### config.mk
export PLATFORM = sky130hd
export DESIGN_NAME = ntpct_ctrl
export DESIGN_NICKNAME = d
export VERILOG_FILES = /design/src/rtl/core/ntpct_pkg.sv /design/src/rtl/core/ntpct_ctrl.sv
export SDC_FILE = /design/constraint.sdc
export NUM_CORES = 1
export LEC_CHECK = 0
export ABC_AREA = 1
export BUFFER_PORTS_ARGS = -buffer_cell sky130_fd_sc_hd__buf_2
export CORE_AREA = 2 2 39 41
export DETAILED_ROUTE_END_ITERATION = 16
export DIE_AREA = 0 0 41 43
export PLACE_DENSITY_LB_ADDON = 0.05
export SYNTH_ARGS = -nofsm -noshare
export SYNTH_HDL_FRONTEND = slang
export SYNTH_SLANG_ARGS = --single-unit
### constraint.sdc
create_clock -name clk -period 1.3 [get_ports clk]
set_clock_uncertainty 0.05 [all_clocks]
set_input_delay 0.26 -clock clk [delete_from_list [all_inputs] [get_ports clk]]
set_output_delay 0.26 -clock clk [all_outputs]
set_load 0.02 [all_outputs]
### src/rtl/core/ntpct_pkg.sv
// ----------------------------------------------------------------------------
// NTP client tracking table package
// Shared types, operation codes and defaults for the client table block.
// ----------------------------------------------------------------------------
package ntpct_pkg;

  localparam int NUM_SLOTS_DEF      = 16;
  localparam logic [31:0] EXPIRY_WINDOW_RESET = 32'd4096;

  typedef enum logic [1:0] {
    OP_RECEIVE  = 2'd0,
    OP_TRANSMIT = 2'd1,
    OP_FIND     = 2'd2,
    OP_EXPIRE   = 2'd3
  } op_t;

  typedef struct packed {
    logic [63:0] addr_high;
    logic [63:0] addr_low;
    logic [15:0] port;
    logic [31:0] rx_seconds;
    logic [31:0] rx_fraction;
    logic [31:0] tx_seconds;
    logic [31:0] tx_fraction;
  } slot_entry_t;

  typedef enum logic [1:0] {
    ST_IDLE,
    ST_START,
    ST_SCAN,
    ST_FINISH
  } ctrl_state_t;

  // controller to datapath
  typedef struct packed {
    logic load_req;
    logic start;
    logic eval;
    logic load_out;
  } ctrl_cmd_t;

  // datapath to controller
  typedef struct packed {
    logic stop;
    logic last;
    logic out_busy;
  } dp_status_t;

endpackage

### src/rtl/core/ntpct_ctrl.sv
// ----------------------------------------------------------------------------
// Client table controller
// Sequences accept, slot scan and result hand-off for one word at a time.
// ----------------------------------------------------------------------------
module ntpct_ctrl (
  input  logic                  clk,
  input  logic                  rst,
  input  logic                  in_valid,
  output logic                  in_stall,
  input  ntpct_pkg::dp_status_t status,
  output ntpct_pkg::ctrl_cmd_t  cmd
);

  ntpct_pkg::ctrl_state_t state, state_next;

  always_ff @(posedge clk) begin
    if (rst) begin
      state <= ntpct_pkg::ST_IDLE;
    end else begin
      state <= state_next;
    end
  end

  always_comb begin
    state_next = state;
    unique case (state)
      ntpct_pkg::ST_IDLE: begin
        if (in_valid) state_next = ntpct_pkg::ST_START;
      end
      ntpct_pkg::ST_START: begin
        state_next = ntpct_pkg::ST_SCAN;
      end
      ntpct_pkg::ST_SCAN: begin
        if (status.stop || status.last) state_next = ntpct_pkg::ST_FINISH;
      end
      ntpct_pkg::ST_FINISH: begin
        if (!status.out_busy) state_next = ntpct_pkg::ST_IDLE;
      end
      default: state_next = ntpct_pkg::ST_IDLE;
    endcase
  end

  always_comb begin
    cmd      = '0;
    in_stall = 1'b1;
    unique case (state)
      ntpct_pkg::ST_IDLE: begin
        in_stall     = 1'b0;
        cmd.load_req = in_valid;
      end
      ntpct_pkg::ST_START: begin
        cmd.start = 1'b1;
      end
      ntpct_pkg::ST_SCAN: begin
        cmd.eval = 1'b1;
      end
      ntpct_pkg::ST_FINISH: begin
        cmd.load_out = !status.out_busy;
      end
      default: begin
        in_stall = 1'b1;
      end
    endcase
  end

endmodule

==> results of run 1 <==
tightest hold or removal path: cells and delay by family:
kind | cells | cell delay, ns
buf+inv | 2 | 0.12
simple gates | 2 | 0.08
cells in the final DEF, fill, tap and decap left out, drive strengths merged:
cell    Yosys  routed
buf         0      14
nor2       10      10
inv        10      10
nand2       7       7
ha          5       5
clkbuf      0       3
nand3       2       2
dfxtp       2       2
cells by family after synthesis:
kind of cell	count (synthesis)
fa+ha+maj	5
buf+inv	10
flops	2
simple gates	19
timing repair:
action                                  4_1_cts  5_1_grt
pin swaps                                     1        4
setup buffers                                 0        2
cloned                                        0        0
endpoints found under the setup margin        5        6
gates resized for setup                      17       16
stage by stage:
stage / TNS, ns / power (W) / hold WS (ns) / setup slack (ns) / util, %
2_1_floorplan: 0 / 0.000472 / 0.366 / 0.0134 / -
3_3_place_gp: 0 / 0.000635 / 0.463 / 0.00667 / 21.8
3_5_place_dp: 0 / 0.000640 / 0.468 / 0.00149 / 21.8
4_1_cts: -0.0560 / 0.000942 / 0.225 / -0.0205 / 26.9
5_1_grt: -0.231 / 0.00120 / 0.243 / -0.0702 / 31.7
6_report: -0.0372 / 0.00108 / 0.230 / -0.0203 / 31.7
metal layers:
layer | GRT usage (%) | vias up | routed length, um
met4 | 8.00 | 0 | 0
li1 | - | 136 | -
met2 | 8.44 | 7 | 272
met5 | 0 | - | 0
met3 | 1.57 | 0 | 28
met1 | 8.28 | 111 | 221
final cells by class:
cell class              count  area [sq um]
well taps                  16          20.0
multi-input cells          24           189
clock buffers               3          22.5
fillers                   151           945
inverters                  10          45.0
repair buffers             14           115
flip-flops and latches      2          47.5
power by group through the flow:
stage | clock network, W | registers [W] | logic [W]
final | 0.000134 | 0.000176 | 0.000774
after global placement | 0 | 0.000122 | 0.000513
after CTS | 0.000146 | 0.000132 | 0.000664
after detailed placement | 0 | 0.000121 | 0.000520
after floorplan | 0 | 0.000120 | 0.000353
after global routing | 0.000156 | 0.000183 | 0.000864
worst paths after layout:
check	start	end	slack, ns	cells after the start
max	state[0]$_SDFFE_PP0P_	cmd[2]	-0.02	3
min	rst	state[1]$_SDFFE_PP0P_	0.23	4
max reg2reg	state[1]$_SDFFE_PP0P_	state[0]$_SDFFE_PP0P_	0.10	7
min reg2reg	state[0]$_SDFFE_PP0P_	state[0]$_SDFFE_PP0P_	0.60	3
==> impl_metrics.tcl, run 1 <==
set metrics [dict create \
    status "finished, violations left" \
    violations "setup timing" \
    track_usage_pct 6.81 \
    rsz0062_at_grt "yes" \
    clkTransAtPathRegs_ns 0.03 \
    synthFlopType "dfxtp_1" \
    port_buffers 10 \
    die_area_sq_um 1760 \
    synth_common_cells "inv_1 (10), nor2_1 (9), nand2_1 (7)" \
    synth-compound-area-share_pct 0 \
    fin_ws_ns -0.0203 \
    syn_to_final_growth_pct 103 \
    routedWlPerCell_um 7.57 \
    synth_top_family_by_area "simple AND/OR/NAND/NOR gates" \
    cap_violations 0 \
    p_int_w 0.000609 \
    cts_tree "done" \
    fin_nets 66 \
    die_width_um 41 \
    crit_path_end_kind "primary output" \
    ys_types 7 \
    synth_xor_xnor_area_share_pct 0 \
    power_frac_comb_pct 71.4 \
    worstMarginPinSlew_ns 0.137 \
    p_leak_nw 0.236 \
    top_register "state" \
    async_flop_share_pct 0 \
    dp_hpwl_um 403 \
    ctsLongestPathBuffers 2 \
    start_kind "register" \
    syn_area_sq_um 216 \
    insertedDiodeCount 0 \
    hp-class "primary input to register" \
    drt_iter0_drc 1 \
    slowest_delay_ns 0.36 \
    synth_area_leaders "ha_1 (29%), dfxtp_1 (18%), inv_1 (17%)" \
    seqPwrFrac_pct 16.2 \
    top_regs "state (2)" \
    slew_headroom_pct 90.8 \
    cts_num_sinks 2 \
    slew_viol_final 0 \
    finalSetupViolCount 2 \
    synth_top_area_share_pct 28.9 \
    sw_frac_of_total_pct 43.9 \
    htreeDepth 1 \
    largest_register_ff_count 2 \
    synth_edf_count 0 \
    synth.mux.area_fraction_pct 0 \
    fmax_ghz 0.757 \
    drcViolationCount 0 \
    io_pins 11 \
    worstPathRequired_ns 0.99 \
    synth_seq_area_share_pct 18.5 \
    path_delay_family "flip-flops" \
    vias_per_cell 3.68 \
    crit_buf_inv 2 \
    worstPathArrival_ns 1.01 \
    fin_cells 69 \
    synthSimpleGateAreaFrac_pct 35.3 \
    drive_gt1_share_pct 58.5 \
    ant_nets 0 \
    ir_drop_mv 0.866 \
    cp_cell_sequence "buf_4 > ha_2 > buf_6" \
    die_h_um 43 \
    ctsHoldBuffers 0 \
    fin_area_sq_um 439 \
    rows 14 \
    clkLatencyLatePin_ns 0.22 \
    dr.pass1.iters 4 \
    antenna_found_initial 0 \
    core_sq_um 1380 \
    clockRootBuffer "clkbuf_4" \
    crit_fanout 3 \
    dr_total_vias 254 \
    netlist_instances 36 \
    dpl.cell_count 64 \
    path_class "register to primary output" \
    syn_avg_cell_area_sq_um 6.01 \
    first_global_vias 210 \
    p_switching_w 0.000476 \
    cts_buffers 3 \
    start_util_pct 15.6 \
    wirelength_um 522 \
    dpl-instance-area_sq_um 302 \
    powerDensity_nw_per_um2 2470 \
    gr-total-overflow 0 \
    cp_slowest_cell "dfxtp_4" \
    syn_nets 47 \
    fin_crit_sh_pct 102 \
    ys_seq_elements 2 \
    grt_max_degree 4 \
    synth.most_common_cell "inv_1" \
    hold_violations 0 \
    synthAdderAreaFrac_pct 28.9 \
    yosys.area.top_type "ha_1" \
    min_period_ns 1.32 \
    clockPowerShare_pct 12.4 \
    ys_warn_count 0 \
    gp_congestion 0.622 \
    grt_pass1_wl_um 759 \
]
Power figures use the tool's default switching activity.
==> inputs of run 2 (changes only) <==
Settings changed: SKIP_LAST_GASP set to 1.
==> run 2 against run 1 <==
Against the previous run: the flow still finishes with violations (setup timing); maximum frequency grew 0.43%; final area fell by 4.8%; sequential power shrank 4%; largest power group unchanged; highest routed layer unchanged.
==> impl_metrics.tcl, run 2 (same netlist as run 1, synthesis figures left out) <==
set metrics [dict create \
    status "finished, violations left" \
    violations "setup timing" \
    dp_hpwl_um 403 \
    fmax_ghz 0.761 \
    io_pins 11 \
    seqPwrFrac_pct 16.5 \
    gr-total-overflow 0 \
    dpl.cell_count 64 \
    insertedDiodeCount 0 \
    finalSetupViolCount 3 \
    port_buffers 10 \
    htreeDepth 1 \
    clkLatencyLatePin_ns 0.22 \
    crit_path_end_kind "primary output" \
    cp_slowest_cell "dfxtp_4" \
    fin_ws_ns -0.0147 \
    fin_crit_sh_pct 101 \
    fin_area_sq_um 418 \
    dr.pass1.iters 3 \
    rr_startpoint "state[1]$_SDFFE_PP0P_" \
    largest_register_ff_count 2 \
    drive_gt1_share_pct 56.9 \
    rows 14 \
    slowest_delay_ns 0.36 \
    start_util_pct 15.6 \
    die_width_um 41 \
    top_regs "state (2)" \
    gp_congestion 0.622 \
    die_h_um 43 \
    final.fill_count 154 \
    slew_viol_final 0 \
    fin_cells 67 \
    grt_pass1_wl_um 759 \
    ant_nets 0 \
    sw_frac_of_total_pct 44.9 \
    hp-class "primary input to register" \
    path_class "register to primary output" \
    p_int_w 0.000563 \
    powerDensity_nw_per_um2 2450 \
    dpl-instance-area_sq_um 302 \
    pre_cts_ws_ns 0.00149 \
    p_switching_w 0.000459 \
    cp_cell_sequence "inv_4 > ha_4 > nand2_2 > inv_2 > buf_6" \
    worstPathRequired_ns 0.99 \
    fin_nets 64 \
    r2r-end "state[1]$_SDFFE_PP0P_" \
    total_power_w 0.00102 \
    worstPathArrival_ns 1.00 \
    worstMarginPinSlew_ns 0.137 \
    clkTransAtPathRegs_ns 0.03 \
    cts_buffers 3 \
    power_frac_comb_pct 70.4 \
    die_area_sq_um 1760 \
    final_cell_mix "nor2_1 (8), nand2_1 (6), inv_1 (5), buf_2 (5), buf_6 (5)" \
    slew_headroom_pct 90.8 \
    start_kind "register" \
    ir_drop_mv 0.831 \
    vias_per_cell 3.55 \
    cts_tree "done" \
    ctsHoldBuffers 0 \
    cap_violations 0 \
    hold_violations 0 \
    rsz0062_at_grt "yes" \
    crit_end "cmd[3]" \
    top_register "state" \
    clockPowerShare_pct 13.1 \
    syn_to_final_growth_pct 93.1 \
    rrSetupSlack_ns 0.12 \
    first_global_vias 211 \
    core_sq_um 1380 \
    final_common_cell "nor2_1" \
    antenna_found_initial 0 \
    drt_iter0_drc 3 \
    dr_total_vias 238 \
    drcViolationCount 0 \
    ctsLongestPathBuffers 2 \
    crit_fanout 3 \
    track_usage_pct 6.81 \
    p_leak_nw 0.224 \
    grt_max_degree 4 \
    min_period_ns 1.31 \
    routedWlPerCell_um 7.51 \
    worst_r2r_path_depth 7 \
    cts_num_sinks 2 \
    critPathLaunch "state[0]$_SDFFE_PP0P_" \
    clockRootBuffer "clkbuf_4" \
    wirelength_um 503 \
]
## run 2: worst min-delay path by stage
| stage | startpoint | to | slack, ns | cells after the start |
|---|---|---|---|---|
| after floorplan | rst | state[1]$_SDFFE_PP0P_ | 0.37 | 3 |
| after global placement | rst | state[1]$_SDFFE_PP0P_ | 0.46 | 4 |
| after detailed placement | rst | state[1]$_SDFFE_PP0P_ | 0.47 | 4 |
| after CTS | rst | state[1]$_SDFFE_PP0P_ | 0.22 | 4 |
| after global routing | rst | state[1]$_SDFFE_PP0P_ | 0.24 | 4 |
| final | rst | state[0]$_SDFFE_PP0P_ | 0.23 | 4 |
## run 2: metal layers
| metal | up-vias | GRT usage [%] | wire length [um] |
|---|---|---|---|
| li1 | 132 | - | - |
| met1 | 101 | 8.28 | 227 |
| met2 | 5 | 8.44 | 256 |
| met3 | 0 | 1.57 | 19 |
| met4 | 0 | 8.00 | 0 |
| met5 | - | 0 | 0 |
## run 2: cell type report
type                            instances  area, sq um  share of cell area [%]
Clock buffer                            3         22.5                    5.39
Timing Repair Buffer                   12         96.3                    23.1
Tap cell                               16         20.0                    4.79
Inverter                               10         42.5                    10.2
Sequential cell                         2         47.5                    11.4
Multi-Input combinational cell         24          189                    45.2
## run 2: stage by stage
step                setup TNS, ns  util (%)  hold slack (ns)
floorplan                       0         -            0.366
global placement                0      21.8            0.463
detailed placement              0      21.8            0.468
CTS                       -0.0640      26.9            0.225
global route               -0.241      30.2            0.243
finish                    -0.0358      30.2            0.231
## run 2: repair_timing
action	in CTS	in global routing
endpoints found under the setup margin	5	6
pin swaps	0	3
setup buffers	0	0
gates resized for setup	17	14
## run 2: power groups by stage
stage	logic, W	clock network, W	registers [W]
detailed placement	0.000520	0	0.000121
finish	0.000719	0.000134	0.000169
CTS	0.000664	0.000146	0.000132
global route	0.000813	0.000156	0.000175
floorplan	0.000353	0	0.000120
global placement	0.000513	0	0.000122
## run 2: worst max-delay path, delay by kind of cell (launching register included)
kind / cells / cell delay (ns)
and+or+nand+nor: 1 / 0.05
adders and majority gates: 1 / 0.16
DFF: 1 / 0.36
buffers and inverters: 3 / 0.20
==> inputs of run 3 (changes only) <==
Settings changed: SKIP_CTS_REPAIR_TIMING set to 1.
==> run 3 against run 2 <==
Against the previous run: the flow still finishes with violations (setup timing); core utilization did not move; count of clock-buffer cells in the layout unchanged; first-iteration DRC count grew 67%; via count fell by 0.84%; global-route usage fell by 0.10 points; power up 0.51%; sequential power about the same; wire length increased by 3.8%; largest cell class unchanged; largest power group unchanged.
==> impl_metrics.tcl, run 3 (same netlist as run 1, synthesis figures left out) <==
set metrics [dict create \
    status "finished, violations left" \
    violations "setup timing" \
    ctsLongestPathBuffers 2 \
    wl_met3_um 19 \
    final_util_pct 30.2 \
    drt-met1-wl_um 243 \
    port_buffers 10 \
    start_util_pct 15.6 \
    rsz0062_at_grt "yes" \
    vias_per_cell 3.52 \
    clockPowerShare_pct 13.0 \
    fin_cells 67 \
    seqPwrFrac_pct 16.4 \
    hold_path_depth 4 \
    path_class "register to primary output" \
    clockRootBuffer "clkbuf_4" \
    p_switching_w 0.000464 \
    min_to "state[0]$_SDFFE_PP0P_" \
    hp-class "primary input to register" \
    die_width_um 41 \
    dp_hpwl_um 403 \
    dpl-instance-area_sq_um 302 \
    track_usage_pct 6.71 \
    crit_path_end_kind "primary output" \
    dpl.cell_count 64 \
    syn_to_final_growth_pct 93.1 \
    dr_wl_met2_um 259 \
    gp_congestion 0.622 \
    fmax_ghz 0.757 \
    fin_crit_sh_pct 102 \
    r2r-end "state[1]$_SDFFE_PP0P_" \
    final_common_cell "nor2_1" \
    hp-start "rst" \
    top_regs "state (2)" \
    slew_viol_final 0 \
    crit_fanout 3 \
    cts_buffers 3 \
    rrSetupSlack_ns 0.13 \
    finalSetupViolCount 3 \
    fin_area_sq_um 418 \
    top_register "state" \
    pre_cts_ws_ns 0.00149 \
    rows 14 \
    worstMarginPinSlew_ns 0.138 \
    io_pins 11 \
    die_area_sq_um 1760 \
    grt_pass1_wl_um 745 \
    drive_gt1_share_pct 56.9 \
    ant_nets 0 \
    power_frac_comb_pct 70.5 \
    routedWlPerCell_um 7.79 \
    sw_frac_of_total_pct 45.2 \
    ir_drop_mv 0.798 \
    fin_ws_ns -0.0216 \
    die_h_um 43 \
    drt_iter0_drc 5 \
    largest_register_ff_count 2 \
    critPathLaunch "state[0]$_SDFFE_PP0P_" \
    start_kind "register" \
    min_period_ns 1.32 \
    final_cell_mix "nor2_1 (8), nand2_1 (6), inv_1 (5), buf_2 (5), buf_6 (5)" \
    hold_violations 0 \
    clkTransAtPathRegs_ns 0.03 \
    topRoutingLayerUsed "met3" \
    rr_startpoint "state[1]$_SDFFE_PP0P_" \
    htreeDepth 1 \
    grt_max_degree 4 \
    cts_tree "done" \
    cap_violations 0 \
    wirelength_um 522 \
    p_int_w 0.000563 \
    slew_headroom_pct 90.8 \
    dr.pass1.iters 3 \
    worstPathArrival_ns 1.01 \
    powerDensity_nw_per_um2 2460 \
    dr_total_vias 236 \
    first_global_vias 210 \
    insertedDiodeCount 0 \
    clkLatencyLatePin_ns 0.22 \
    antenna_found_initial 0 \
    p_leak_nw 0.224 \
    worstPathRequired_ns 0.99 \
    fin_nets 64 \
    drcViolationCount 0 \
    core_sq_um 1380 \
    gr-total-overflow 0 \
    cts_num_sinks 2 \
    worst_r2r_path_depth 7 \
]
run 3: cell counts in the layout (fill, tap and decap cells not counted):
Identical to the previous run, type by type.
run 3: cell type report:
type	count	area, sq um
fill	149	966
multi-input combinational	24	189
timing repair buffer	12	96.3
sequential	2	47.5
inverter	10	42.5
clock buffer	3	22.5
tap	16	20.0
run 3: metal layers:
layer	vias to the layer above	global-route usage [%]
met3	0	1.57
met4	0	8.00
li1	131	-
met2	5	8.44
met5	-	0
met1	100	7.96
run 3: worst max path at each step:
stage / end / slack (ns)
2_1_floorplan: state[0]$_SDFFE_PP0P_ / 0.01
5_1_grt: cmd[3] / -0.07
4_1_cts: cmd[3] / -0.16
6_report: cmd[3] / -0.02
3_5_place_dp: state[0]$_SDFFE_PP0P_ / 0.001
3_3_place_gp: state[0]$_SDFFE_PP0P_ / 0.007
run 3: through the flow:
stage,hold slack [ns],total power [W],TNS (ns)
finish,0.230,0.00103,-0.0430
global placement,0.463,0.000635,0
global route,0.239,0.00113,-0.237
floorplan,0.366,0.000472,0
detailed placement,0.468,0.000640,0
CTS,0.232,0.000786,-0.497
run 3: power by group through the flow:
stage | sequential, W | clock [W] | combinational (W)
after floorplan | 0.000120 | 0 | 0.000353
after global placement | 0.000122 | 0 | 0.000513
after detailed placement | 0.000121 | 0 | 0.000520
after CTS | 0.000120 | 0.000146 | 0.000521
after global routing | 0.000175 | 0.000156 | 0.000802
final | 0.000169 | 0.000134 | 0.000725
run 3: critical path, stage by stage, from the launching register on:
cell     delay, ns
dfxtp_4       0.37
inv_4         0.05
ha_4          0.16
nand2_2       0.06
inv_2         0.03
buf_6         0.12
